## src/hw/rtl/cscc_pkg.sv

```systemverilog
package cscc_pkg;

  localparam int NumSlotsDef = 16;

  localparam int OpW      = 2;
  localparam int SlotW    = 8;
  localparam int SampleW  = 13;
  localparam int ChanW    = 5;
  localparam int CtlW     = 7;
  localparam int ShiftW   = 3;
  localparam int LevelW   = 17;
  localparam int ProdW    = 24;
  localparam int CfgIdxW  = 2;
  localparam int CfgDataW = 7;
  localparam int InDataW  = 24;
  localparam int InUserW  = 3;
  localparam int OutDataW = 24;

  localparam logic [OpW-1:0] OP_READING = 2'd0;
  localparam logic [OpW-1:0] OP_TICK    = 2'd1;
  localparam logic [OpW-1:0] OP_CLEAR   = 2'd2;

  localparam logic [CfgIdxW-1:0] CFG_CHANNEL   = 2'd0;
  localparam logic [CfgIdxW-1:0] CFG_FIRST_CTL = 2'd1;
  localparam logic [CfgIdxW-1:0] CFG_SHIFT     = 2'd2;

  localparam logic [ChanW-1:0]   CHANNEL_RST   = 5'd1;
  localparam logic [CtlW-1:0]    FIRST_CTL_RST = 7'd0;
  localparam logic [ShiftW-1:0]  SHIFT_RST     = 3'd2;

  localparam logic [SampleW-1:0] FULL_Q12 = 13'd4096;
  localparam logic [LevelW-1:0]  HALF_Q16 = 17'd32768;
  localparam logic [CtlW-1:0]    CC_MAX   = 7'd127;

  typedef struct packed {
    logic load;
    logic apply_read;
    logic clear;
    logic scan_start;
    logic step;
    logic flush;
  } cmd_t;

  typedef struct packed {
    logic [OpW-1:0] op;
    logic           hit;
    logic           scan_last;
    logic           pend_valid;
    logic           out_free;
  } sts_t;

endpackage

```

## src/hw/rtl/cscc_ctrl.sv

```systemverilog
module cscc_ctrl (
  input  logic           clk,
  input  logic           rst,
  input  logic           s_tvalid,
  output logic           s_tready,
  input  cscc_pkg::sts_t sts,
  output cscc_pkg::cmd_t cmd
);
  import cscc_pkg::*;

  localparam logic [1:0] ST_IDLE  = 2'd0;
  localparam logic [1:0] ST_EXEC  = 2'd1;
  localparam logic [1:0] ST_SCAN  = 2'd2;
  localparam logic [1:0] ST_FLUSH = 2'd3;

  logic [1:0] state;
  logic [1:0] state_next;

  assign s_tready = (state == ST_IDLE);

  always_comb begin
    cmd        = '0;
    state_next = state;
    cmd.load   = s_tvalid && s_tready;
    case (state)
      ST_IDLE: begin
        if (cmd.load) state_next = ST_EXEC;
      end
      ST_EXEC: begin
        state_next = ST_IDLE;
        case (sts.op)
          OP_READING: cmd.apply_read = 1'b1;
          OP_CLEAR:   cmd.clear = 1'b1;
          OP_TICK: begin
            cmd.scan_start = 1'b1;
            state_next     = ST_SCAN;
          end
          default: ;
        endcase
      end
      ST_SCAN: begin
        // hold the slot while a pending message cannot move to the output
        cmd.step = !(sts.hit && sts.pend_valid && !sts.out_free);
        if (cmd.step && sts.scan_last) state_next = ST_FLUSH;
      end
      ST_FLUSH: begin
        cmd.flush = !sts.pend_valid || sts.out_free;
        if (cmd.flush) state_next = ST_IDLE;
      end
      default: state_next = ST_IDLE;
    endcase
  end

  always_ff @(posedge clk) begin
    if (rst) begin
      state <= ST_IDLE;
    end else begin
      state <= state_next;
    end
  end

endmodule

```

## src/hw/rtl/cscc_dp.sv

```systemverilog
module cscc_dp #(
  parameter int NUM_SLOTS = cscc_pkg::NumSlotsDef
) (
  input  logic                           clk,
  input  logic                           rst,
  input  cscc_pkg::cmd_t                 cmd,
  output cscc_pkg::sts_t                 sts,
  input  logic [cscc_pkg::InDataW-1:0]   s_tdata,
  input  logic [cscc_pkg::InUserW-1:0]   s_tuser,
  input  logic                           cfg_valid,
  input  logic [cscc_pkg::CfgIdxW-1:0]   cfg_index,
  input  logic [cscc_pkg::CfgDataW-1:0]  cfg_data,
  output logic                           m_tvalid,
  input  logic                           m_tready,
  output logic [cscc_pkg::OutDataW-1:0]  m_tdata,
  output logic                           m_tlast
);
  import cscc_pkg::*;

  localparam int IdxW = (NUM_SLOTS > 1) ? $clog2(NUM_SLOTS) : 1;
  localparam logic [IdxW-1:0] LastIdx = IdxW'(NUM_SLOTS - 1);

  logic [ChanW-1:0]   channel;
  logic [CtlW-1:0]    first_ctl;
  logic [ShiftW-1:0]  shift;

  logic [OpW-1:0]     item_op;
  logic [SlotW-1:0]   item_slot;
  logic               item_kind;
  logic [SampleW-1:0] item_sample;

  logic [LevelW-1:0]  level [NUM_SLOTS];
  logic               is_btn [NUM_SLOTS];
  logic [CtlW-1:0]    sent_value [NUM_SLOTS];
  logic [NUM_SLOTS-1:0] slot_valid;
  logic [NUM_SLOTS-1:0] sent_valid;

  logic               scanning;
  logic [IdxW-1:0]    idx;
  logic               pend_valid;
  logic [CtlW-1:0]    pend_number;
  logic [CtlW-1:0]    pend_value;
  logic [ChanW-1:0]   out_chan;
  logic [CtlW-1:0]    out_num;
  logic [CtlW-1:0]    out_val;

  logic               slot_ok;
  logic [IdxW-1:0]    slot_idx;
  logic [IdxW-1:0]    rd_idx;
  logic [LevelW-1:0]  cur_level;
  logic               cur_valid;
  logic [SampleW-1:0] sample_sat;
  logic [LevelW-1:0]  v;
  logic [LevelW-1:0]  s_old;
  logic signed [LevelW:0] diff;
  logic signed [LevelW:0] delta;
  logic signed [LevelW:0] sum;
  logic [LevelW-1:0]  new_level;
  logic [ProdW-1:0]   prod;
  logic [ProdW-1:0]   rounded;
  logic [CtlW-1:0]    pot_val;
  logic [CtlW-1:0]    cc_val;
  logic               hit;
  logic [CtlW-1:0]    cur_number;
  logic               out_free;
  logic               push_mid;
  logic               push_end;

  assign slot_ok   = item_slot < SlotW'(NUM_SLOTS);
  assign slot_idx  = item_slot[IdxW-1:0];
  assign rd_idx    = scanning ? idx : slot_idx;
  assign cur_level = level[rd_idx];
  assign cur_valid = slot_valid[rd_idx];

  // reading update: arithmetic shift of the signed difference; a button takes the sample as is
  assign sample_sat = (item_sample > FULL_Q12) ? FULL_Q12 : item_sample;
  assign v          = {sample_sat, 4'b0000};
  assign s_old      = cur_valid ? cur_level : '0;
  assign diff       = $signed({1'b0, v}) - $signed({1'b0, s_old});
  assign delta      = diff >>> shift;
  assign sum        = $signed({1'b0, s_old}) + delta;
  assign new_level  = item_kind ? v : sum[LevelW-1:0];

  // controller value, round half up; a button gives CC_MAX from half level up, else zero
  assign prod    = ProdW'(cur_level) * ProdW'(CC_MAX);
  assign rounded = prod + ProdW'(HALF_Q16);
  assign pot_val = (rounded[ProdW-1:16] > 8'(CC_MAX)) ? CC_MAX : rounded[22:16];
  assign cc_val  = is_btn[rd_idx] ? ((cur_level >= HALF_Q16) ? CC_MAX : '0) : pot_val;

  assign hit = cur_valid && !(sent_valid[rd_idx] && (sent_value[rd_idx] == cc_val));
  assign cur_number = first_ctl + CtlW'(idx);

  assign out_free = !m_tvalid || m_tready;
  assign push_mid = cmd.step && hit && pend_valid;
  assign push_end = cmd.flush && pend_valid;

  assign sts.op         = item_op;
  assign sts.hit        = hit;
  assign sts.scan_last  = (idx == LastIdx);
  assign sts.pend_valid = pend_valid;
  assign sts.out_free   = out_free;

  assign m_tdata = {5'b00000, out_val, out_num, out_chan};

  always_ff @(posedge clk) begin
    if (rst) begin
      channel   <= CHANNEL_RST;
      first_ctl <= FIRST_CTL_RST;
      shift     <= SHIFT_RST;
    end else if (cfg_valid) begin
      case (cfg_index)
        CFG_CHANNEL:   channel <= cfg_data[ChanW-1:0];
        CFG_FIRST_CTL: first_ctl <= cfg_data[CtlW-1:0];
        CFG_SHIFT:     shift <= cfg_data[ShiftW-1:0];
        default: ;
      endcase
    end
  end

  always_ff @(posedge clk) begin
    if (cmd.load) begin
      item_slot   <= s_tdata[SlotW-1:0];
      item_sample <= s_tdata[SlotW+SampleW-1:SlotW];
      item_op     <= s_tuser[OpW-1:0];
      item_kind   <= s_tuser[OpW];
    end
  end

  always_ff @(posedge clk) begin
    if (rst) begin
      slot_valid <= '0;
      sent_valid <= '0;
    end else if (cmd.clear) begin
      slot_valid <= '0;
      sent_valid <= '0;
    end else begin
      if (cmd.apply_read && slot_ok) slot_valid[slot_idx] <= 1'b1;
      if (cmd.step && hit) sent_valid[idx] <= 1'b1;
    end
  end

  always_ff @(posedge clk) begin
    if (cmd.apply_read && slot_ok) begin
      level[slot_idx]  <= new_level;
      is_btn[slot_idx] <= item_kind;
    end
    if (cmd.step && hit) sent_value[idx] <= cc_val;
  end

  always_ff @(posedge clk) begin
    if (rst) begin
      scanning   <= 1'b0;
      idx        <= '0;
      pend_valid <= 1'b0;
    end else if (cmd.scan_start) begin
      scanning   <= 1'b1;
      idx        <= '0;
      pend_valid <= 1'b0;
    end else if (cmd.step) begin
      if (!sts.scan_last) idx <= idx + 1'b1;
      if (hit) pend_valid <= 1'b1;
    end else if (cmd.flush) begin
      scanning   <= 1'b0;
      pend_valid <= 1'b0;
    end
  end

  always_ff @(posedge clk) begin
    if (cmd.step && hit) begin
      pend_number <= cur_number;
      pend_value  <= cc_val;
    end
  end

  always_ff @(posedge clk) begin
    if (rst) begin
      m_tvalid <= 1'b0;
    end else if (push_mid || push_end) begin
      m_tvalid <= 1'b1;
    end else if (m_tready) begin
      m_tvalid <= 1'b0;
    end
  end

  always_ff @(posedge clk) begin
    if (push_mid || push_end) begin
      out_chan <= channel;
      out_num  <= pend_number;
      out_val  <= pend_value;
      m_tlast  <= push_end;
    end
  end

endmodule

```

## src/hw/rtl/control_slot_to_midi_cc_core.sv

```systemverilog
// Reading or clear: slot state written in the cycle after the transfer; no new item until then.
// Tick: the scan counter steps one slot per cycle, holding while a found message waits for
// the output register; a message moves to the output when the next one is found, the final
// one at the end of the scan.
// A finished message waits in the output register while the next item is taken.
// Reset (rst, synchronous, active high) empties all slots and loads the register defaults;
// no clearing pass, ready in the first cycle after reset.
module control_slot_to_midi_cc_core #(
  parameter int NUM_SLOTS = cscc_pkg::NumSlotsDef
) (
  input  logic                           clk,
  input  logic                           rst,
  input  logic                           s_tvalid,
  output logic                           s_tready,
  input  logic [cscc_pkg::InDataW-1:0]   s_tdata,  // slot, sample_value, zero pad
  input  logic [cscc_pkg::InUserW-1:0]   s_tuser,  // operation, kind
  input  logic                           cfg_valid,
  output logic                           cfg_ready,
  input  logic [cscc_pkg::CfgIdxW-1:0]   cfg_index,
  input  logic [cscc_pkg::CfgDataW-1:0]  cfg_data,
  output logic                           m_tvalid,
  input  logic                           m_tready,
  output logic [cscc_pkg::OutDataW-1:0]  m_tdata,  // cc_channel, cc_number, cc_value, zero pad
  output logic                           m_tlast
);
  import cscc_pkg::*;

  cmd_t cmd;
  sts_t sts;

  assign cfg_ready = 1'b1;

  cscc_ctrl u_ctrl (
    .clk      (clk),
    .rst      (rst),
    .s_tvalid (s_tvalid),
    .s_tready (s_tready),
    .sts      (sts),
    .cmd      (cmd)
  );

  cscc_dp #(
    .NUM_SLOTS (NUM_SLOTS)
  ) u_dp (
    .clk       (clk),
    .rst       (rst),
    .cmd       (cmd),
    .sts       (sts),
    .s_tdata   (s_tdata),
    .s_tuser   (s_tuser),
    .cfg_valid (cfg_valid),
    .cfg_index (cfg_index),
    .cfg_data  (cfg_data),
    .m_tvalid  (m_tvalid),
    .m_tready  (m_tready),
    .m_tdata   (m_tdata),
    .m_tlast   (m_tlast)
  );

`ifndef SYNTHESIS
  a_step_flush_excl: assert property (@(posedge clk) disable iff (rst)
    !(cmd.step && cmd.flush))
    else $error("scan step and flush together");

  a_idle_no_pending: assert property (@(posedge clk) disable iff (rst)
    s_tready |-> !sts.pend_valid)
    else $error("pending message left at idle");

  a_push_has_room: assert property (@(posedge clk) disable iff (rst)
    (cmd.step && sts.hit && sts.pend_valid) |-> sts.out_free)
    else $error("message pushed into a full output register");

  a_flush_to_idle: assert property (@(posedge clk) disable iff (rst)
    cmd.flush |=> s_tready)
    else $error("flush did not return to idle");
`endif

endmodule
```

## config.mk

```make
export PLATFORM = sky130hd
export DESIGN_NAME = control_slot_to_midi_cc_core
export DESIGN_NICKNAME = d
export VERILOG_FILES = /design/src/hw/rtl/cscc_pkg.sv /design/src/hw/rtl/cscc_ctrl.sv /design/src/hw/rtl/cscc_dp.sv /design/src/hw/rtl/control_slot_to_midi_cc_core.sv
export SDC_FILE = /design/constraint.sdc
export NUM_CORES = 1
export LEC_CHECK = 0
export BUFFER_PORTS_ARGS = -buffer_cell sky130_fd_sc_hd__buf_2
export CORE_AREA = 2 2 232 234
export DETAILED_ROUTE_END_ITERATION = 10
export DIE_AREA = 0 0 234 236
export PLACE_DENSITY = 0.7
export SYNTH_ARGS = -nofsm -noshare
export SYNTH_HDL_FRONTEND = slang
export SYNTH_SLANG_ARGS = --single-unit
```

## constraint.sdc

```tcl
create_clock -name clk -period 10.25 [get_ports clk]
set_clock_uncertainty 0.2 [all_clocks]
set_input_delay 0.5125 -clock clk [delete_from_list [all_inputs] [get_ports clk]]
set_output_delay 0.5125 -clock clk [all_outputs]
set_load 0.005 [all_outputs]
```

==> results of run 1 <==
where the power goes:
part	internal (mW)	leakage (nW)	switching [mW]	total [mW]
Combinational	1.92	5.87	3.10	5.02
Clock	1.07	0.815	0.778	1.85
Sequential	2.87	4.64	0.0146	2.89
Total	5.87	11.3	3.90	9.76
sequential cells by signal (all words and copies together), names as in the netlist, named ones only:
register,flops
u_ctrl.state,1
u_dp.channel,5
u_dp.first_ctl,7
u_dp.idx,4
u_dp.is_btn,16
u_dp.item_kind,1
u_dp.item_op,2
u_dp.item_sample,13
u_dp.item_slot,8
u_dp.level,272
u_dp.m_tlast,1
u_dp.m_tvalid,1
u_dp.out_chan,5
u_dp.out_num,7
u_dp.out_val,7
u_dp.pend_number,7
u_dp.pend_valid,1
u_dp.pend_value,7
u_dp.scanning,1
u_dp.sent_valid,16
u_dp.sent_value,112
u_dp.shift,3
u_dp.slot_valid,16
critical path, cell delays in order (launching register included):
cell       delay (ns)
dfxtp_1          0.71
mux2i_4          0.62
buf_12           0.35
mux4_2           0.24
nand2_1          0.05
and3_1           0.22
a31oi_1          0.45
inv_1            0.23
fa_1             0.55
inv_1            0.05
fa_1             0.47
fa_1             0.55
inv_1            0.06
fa_1             0.53
inv_1            0.04
ha_1             0.32
a21oi_1          0.25
o21ai_0          0.14
a221o_1          0.37
a2111oi_0        0.40
mux2_2           0.27
or2_0            0.27
nor2_1           0.12
o32ai_2          0.32
nor4_4           0.11
a21oi_2          0.49
and3_1           0.61
per-stage QoR:
stage	cell area, sq um	power [mW]	hold slack, ns
floorplan	26100	6.67	0.200
global placement	27400	7.83	0.201
detailed placement	27400	7.94	0.205
CTS	29400	9.82	0.0998
global route	29400	10.6	0.140
finish	29400	9.76	0.142
cell usage after synthesis (all sizes together) (20+ instances only):
master | number | area, sq um
clkbuf | 35 | 135
and2 | 20 | 125
nor2b | 25 | 156
mux2i | 145 | 1500
inv | 149 | 559
o21a | 37 | 278
nor2 | 86 | 325
nor3 | 22 | 121
and3 | 31 | 194
nand2 | 146 | 548
a31oi | 23 | 159
ha | 100 | 1250
edfxtp | 458 | 13800
mux4 | 75 | 1730
mux2 | 24 | 274
nand3 | 26 | 130
buf | 49 | 397
xnor2 | 28 | 245
a211oi | 22 | 188
fa | 56 | 1120
o21ai | 32 | 160
dfxtp | 56 | 1120
a21oi | 52 | 283
a21o | 23 | 173
xor2 | 22 | 193
final timing paths:
path	to	slack (ns)	from
worst max-delay path	u_dp.sent_value[9][6]$_DFFE_PP_	0.86	u_dp.scanning$_SDFFE_PP0P_
worst min-delay path	u_dp.first_ctl[0]$_SDFFE_PP0P_	0.14	rst
worst max register to register	u_dp.sent_value[9][6]$_DFFE_PP_	0.86	u_dp.scanning$_SDFFE_PP0P_
worst min register to register	u_dp.out_num[5]$_DFFE_PP_	0.22	u_dp.pend_number[5]$_DFFE_PN_
cell type report:
type / count / area [sq um]
Sequential cell: 514 / 14900
Inverter: 149 / 559
Timing Repair Buffer: 163 / 1190
Fill cell: 4127 / 23700
Tap cell: 696 / 871
Clock inverter: 32 / 309
Clock buffer: 62 / 1360
Multi-Input combinational cell: 1108 / 10200
kinds of logic after synthesis:
family          after synthesis  share of synthesized area [%]
other cells                   2                         0.0288
fa+ha+maj                   158                           9.19
mux                         244                           13.5
compound gates              255                           7.04
xor+xnor                     51                           1.77
simple gates                394                           7.17
flops                       514                           57.1
buf+inv                     233                           4.19
layer usage:
layer  part of all wire (%)  up-vias
li1                       -     7133
met1                     43     7682
met2                     49      470
met3                    6.1       93
met4                    2.4        0
met5                      0        -
repair_timing:
action                                  in CTS  in global routing
endpoints found under the setup margin       0                  0
hold buffers                                31                  0
gates resized for setup                      0                  0
hold endpoints to repair                    37                  0
==> flow_results.org, run 1 <==
** CTS
- In this run the post-CTS setup repair buffer count came out at 0.
- For the worst-skew pair, the clock arrives at the later sink with an insertion delay of around 0.6 ns.
- Max clock buf depth :: 3
- Number of sinks handled by clock tree synthesis :: 514
- Total clock buffers created by CTS :: 50
- Number of levels in the clock H-tree :: 2
- Clock slew at reported path FFs :: roughly 0.060 ns
- TritonCTS built the clock tree.
- Clk Tree Root Cell :: clkbuf_16

** Drt
- After detailed routing, the average wire length per cell comes to around 21 um.
- The routed design has between 50000 and 60000 um of wire.
- Post-route antenna net violation count :: 0
- For this block, the via count after detailed routing is 15400.
- Number of design rule violations left after detail routing :: 0
- After detailed routing, the number of vias per cell comes to 5.65.
- Number of DRC markers after the initial detailed-route iteration :: roughly 1400
- First drt pass iteration count :: 5

** Placed design
- HPWL after DPL :: roughly 40000 um
- Placer Congestion :: approximately 0.85
- Buffers placed on the I/O ports in this run total slightly below 60.
- Timing analysis after detailed placement gives a worst setup slack of approximately 0.93 ns.
- Placed cell count :: 2599

** Yosys
- In the synthesized netlist the dominant register cell turns out to be edfxtp_1.
- The mapped netlist covers 26000 sq um.
- Number of enable-type register cells in the synthesized netlist :: about 460
- Netlist cell types :: just under 90
- For this run, asynchronously set or reset flops after synthesis account for 0%.
- Counting flops and latches in the post-synthesis netlist gives between 500 and 600.
- Summing the sequential cell areas from Yosys gives around 57% of the chip area.
- In this run the mean area of a mapped cell was around 14 sq um.
- Mapped Cells :: roughly 1900
- Yosys warnings :: 0

** Floorplan
- Placement Rows :: 85
- From bottom edge to top edge, the die measures 236 um.
- Measured along the x axis, the die boundary spans about 230 um.
- Area of the core :: ~53000 sq um
- The initial utilization of the core area, before any placement, comes to 49.1%.
- Die ar. :: between 50000 and 60000 sq um
- Number of top-level pins :: between 60 and 70

** GRT
- Wire length of the first global-routing pass :: around 90000 um
- Layer with the highest usage after global routing :: met2
- Entering global routing, the biggest net connects 47 pins.
- Global routing used between 3 and 4% of the available met3 tracks.
- The number of antenna violations at the first check in global routing is 0.
- Global routing consumed, on the met1 layer, around 30% of the routing resources.
- The number of global-route vias before repair is 15400.
- Global routing consumed, on the met2 layer, 35.1% of the routing resources.
- In the global route stage, overall resource usage came out at 21.4%.
- Summed over all layers, the global routing overflow is 0.

** Critical path
- Data required, critical path :: approximately 10 ns
- Crit end category :: flop
- STA puts the critical path data arrival time at about 9.4 ns.
- Crit Path Max Fanout :: 46
- Crit start category :: flop
- FF-to-FF path depth :: 26
- Setup CP Type :: reg -> reg

** Worst hold path
- Tightest Hold Check Type :: in -> reg
- Hold Path Cell Cnt :: 2

** Timing
- Final hold violation count :: 0
- For the pin with the worst max-slew slack, the measured transition is 1.19 ns.
- Headroom to the max-slew limit came out at 20.1%.
- Derived from the worst setup path, the maximum achievable clock frequency is ~110 MHz.
- RSZ-0062 raised after global routing :: no
- Part of the cycle the worst path needs :: between 90 and 100%
- Fin. max-slew vios :: 0
- Final min period :: 9.39 ns
- Final number of setup-violating endpoints :: 0
- Setup TNS after final layout :: 0 ns
- Setup slack closes at 0.858 ns.

** Final layout
- Leaving out fill and tap cells, the most frequent cell in the layout is edfxtp_1.
- Cells fill 55.3% of the core in the end.
- Fraction of layout instances using a drive strength above 1 :: 17.2%
- Count of non-filler cells in the finished layout :: between 2000 and 3000
- From synthesis to final layout, the design area changed by 12.8%.
- In the final design database the tool counted 2183 nets.
- Leaving out fill and tap cells, the most frequent cells in the layout are edfxtp_1, inv_1, nand2_1, mux2i_1, ha_1.
- The number of antenna diodes in the final layout is 0.

** Flow run
- Max-cap violations in this run came to 0.

** Power and ir drop
- Maximum vdd drop :: ~0.00047 V
- Total power density per cell area :: 333 nW/um^2
- The analysis attributes to cell leakage a power of 11.3 nW.

** Run status
- Run status :: completed
Power figures use the tool's default switching activity.
==> run 2: changes to the inputs <==
- PLACE_DENSITY: 0.7 -> 0.78
==> run 2 against run 1 <==
- sequential power hardly changed
- core utilization hardly changed
- combinational power is 2% higher
- routed wire length is 2.7% higher
- sequential share of layout area hardly changed
- clock power is 2% higher
- flip-flop and latch count stayed put
- cell count is 0.15% lower
- highest routed layer unchanged
==> flow_results.org, run 2 (synthesis gave the netlist of run 1 again) <==
** Timing
- The final count of pins violating max slew was 0 (unchanged).
- The fmax is 105 MHz (was 106 MHz).
- Final min period :: 9.55 ns (was 9.39 ns)
- Transition time at the pin with the least slew margin :: 1.10 ns (was 1.19 ns)
- Smallest setup slack after layout :: 0.702 ns (was 0.858 ns)
- RSZ-0062 raised after global routing: no (unchanged).
- The post-route setup TNS came to 0 ns (unchanged).
- The worst slew margin relative to its limit was 26.4% (was 20.1%).
- Final number of setup-violating endpoints :: 0 (unchanged)
- Final hold violation count :: 0 (unchanged)
- Part of the cycle the worst path needs :: 93.1% (was 91.6%)

** CTS
- The sink count of the clock tree was 514 (unchanged).
- Total clock buffers created by CTS :: 49 (was 50)
- CTS tree :: done (unchanged)
- Max clock buf depth :: 3 (unchanged)
- The library cell used as clock root buffer was clkbuf_16 (unchanged).
- The insertion delay of the later-clocked pin in the worst-skew pair is 0.59 ns (was 0.60 ns).
- The clock slew at the register clock pins of the worst setup and hold paths came to 0.06 ns (about the same).
- Number of levels in the clock H-tree :: 2 (unchanged)

** Critical path
- Setup crit end :: u_dp.sent_value[3][6]$_DFFE_PP_ (was u_dp.sent_value[9][6]$_DFFE_PP_)
- The path depth of the worst reg2reg path is 25 (was 26).
- Reg2Reg Launch Point :: u_dp.scanning$_SDFFE_PP0P_ (unchanged)
- The critical path capture point type is a flop (unchanged).
- Setup CP Type :: reg -> reg (unchanged)
- The endpoint required time on the critical path is 10.26 ns (about the same).
- Crit start category :: flop (unchanged)
- The reg-to-reg critical path endpoint is u_dp.sent_value[3][6]$_DFFE_PP_ (was u_dp.sent_value[9][6]$_DFFE_PP_).
- The timing startpoint of the critical path is u_dp.scanning$_SDFFE_PP0P_ (unchanged).
- Crit Path Max Fanout :: 17 (was 46)
- The endpoint arrival time on the critical path came to 9.56 ns (was 9.40 ns).
- The reg-to-reg setup timing slack was 0.70 ns (was 0.86 ns).

** Run status
- Run status :: completed (unchanged)

** Power and ir drop
- The power per cell area is 338 nW/um^2 (was 333 nW/um^2).
- Total chip power :: 9.90 mW (was 9.76 mW)
- Leak Pwr :: 11.3 nW (about the same)
- Maximum vdd drop :: 0.000567 V (was 0.000469 V)

** Placed design
- Placer Congestion :: 0.890 (was 0.851)
- Count of input and output buffers :: 59 (unchanged)
- The detailed placement HPWL came to 39400 um (was 39100 um).
- Setup WS pre-CTS :: 0.563 ns (was 0.934 ns)

** Flow run
- The count of maximum capacitance violations came to 0 (unchanged).

** Final layout
- Biggest register :: u_dp.level (unchanged)
- The share of layout cells above drive strength 1 is 17.1% (was 17.2%).
- Antenna Cells :: 0 (unchanged)
- Most frequent cells in the layout: edfxtp_1, inv_1, nand2_1, mux2i_1, ha_1 (unchanged).
- Final net count :: 2181 (was 2183)
- P&R area growth vs syn :: 12.7% (was 12.8%)
- Fin util :: 55.3% (about the same)
- Registers with the most flip-flops :: u_dp.level x272, u_dp.sent_value x112 (unchanged)
- The number of flip-flops in the largest register came to 272 (unchanged).
- The leading cell type in the layout, fill and taps excluded was edfxtp_1 (unchanged).
- Number of filler instances in the final layout :: 4059 (was 4127)

** Floorplan
- The die boundary height was 236 um (unchanged).
- The standard cell core area is 53100 sq um (unchanged).
- Number of top-level pins :: 69 (unchanged)
- The number of placement rows was 85 (unchanged).
- Die ar. :: 55200 sq um (unchanged)
- Die Width :: 234 um (unchanged)
- Initial core utilization :: 49.1% (unchanged)

** Drt
- The number of routed nets with antenna violations came to 0 (unchanged).
- Number of DRC markers after the initial detailed-route iteration :: 1378 (was 1435)
- The first-pass detailed-route iteration total was 6 (was 5).
- The sum of routed wire length over all layers came to 59600 um (was 58100 um).
- Total via count after detailed routing :: 15700 (was 15400)
- The vias per cell was 5.78 (was 5.65).
- Average wire per standard cell :: 21.9 um (was 21.3 um)
- The post-route DRC violation count came to 0 (unchanged).

** GRT
- The all-layer global routing usage was 21.5% (was 21.4%).
- The number of global-route vias before repair is 15700 (was 15400).
- Wire length of the first global-routing pass :: 90000 um (was 89500 um)
- Initial antenna violation count :: 0 (unchanged)
- Aggregate global routing overflow :: 0 (unchanged)
- The maximum number of pins on one net before global-route repair is 49 (was 47).

** Worst hold path
- The worst hold path class was in -> reg (unchanged).
[run 2: worst max-delay path: stages, from the launching register on]
cell	delay, ns
dfxtp_1	0.76
mux2i_4	0.80
buf_4	0.42
a211oi_1	0.14
a311o_1	0.41
a31oi_4	0.44
xor2_1	0.17
ha_1	0.25
a21o_1	0.19
fa_1	0.51
fa_1	0.55
inv_1	0.06
fa_1	0.53
inv_1	0.04
ha_1	0.33
a21oi_1	0.25
o21ai_0	0.12
a221o_1	0.38
a2111oi_0	0.43
mux2_2	0.26
or2_0	0.27
nor2_1	0.13
o32ai_2	0.33
nor4_4	0.12
a21oi_2	0.46
and3_1	0.61
[run 2: what timing repair did]
item                                   4_1_cts  5_1_grt
setup endpoints to repair                    0       94
endpoints found under the hold margin       33        0
hold buffers                                30        0
resized for setup                            0        0
buffers inserted                             0        2
[run 2: metal layers]
| layer | GRT usage [%] | share of wire [%] | vias up |
|---|---|---|---|
| met1 | 28.7 | 41 | 7863 |
| met2 | 36.1 | 49 | 638 |
| met3 | 2.96 | 6.5 | 112 |
| met5 | 0 | 0 | - |
| met4 | 7.10 | 2.9 | 0 |
| li1 | - | - | 7115 |
[run 2: stage by stage]
step / hold WS [ns] / cell area [sq um] / std cells
2_1_floorplan: 0.200 / 26100 / 1855
3_5_place_dp: 0.212 / 27300 / 2597
6_report: 0.0354 / 29300 / 2720
4_1_cts: 0.0121 / 29300 / 2718
3_3_place_gp: 0.203 / 27300 / 2597
5_1_grt: 0.0308 / 29300 / 2720
[run 2: area by class of cell]
cell class / count / area, sq um / share of cell area [%]
clock buffer: 62 / 1320 / 4.49
clock inverter: 29 / 364 / 1.24
inverter: 149 / 559 / 1.91
multi-input combinational: 1108 / 10200 / 34.7
sequential: 514 / 14900 / 50.7
tap: 696 / 871 / 2.97
timing repair buffer: 162 / 1170 / 3.98
[run 2: how the worst min path moves through the flow]
stage	from	endpoint	slack (ns)	cells after the start
after floorplan	u_dp.pend_number[0]$_DFFE_PN_	u_dp.out_num[0]$_DFFE_PP_	0.20	0
after global placement	u_dp.pend_value[0]$_DFFE_PN_	u_dp.out_val[0]$_DFFE_PP_	0.20	0
after detailed placement	u_dp.pend_number[2]$_DFFE_PN_	u_dp.out_num[2]$_DFFE_PP_	0.21	0
after CTS	cfg_data[2]	u_dp.channel[2]$_SDFFE_PP0P_	0.01	3
after global routing	cfg_data[2]	u_dp.channel[2]$_SDFFE_PP0P_	0.03	3
final	cfg_data[2]	u_dp.channel[2]$_SDFFE_PP0P_	0.04	3
[run 2: report_power, final]
group / total [mW] / leakage [nW] / switching [mW] / internal (mW)
Combinational: 5.13 / 5.86 / 3.19 / 1.94
Sequential: 2.88 / 4.64 / 0.0126 / 2.87
Clock: 1.89 / 0.820 / 0.776 / 1.11
Total: 9.90 / 11.3 / 3.98 / 5.92
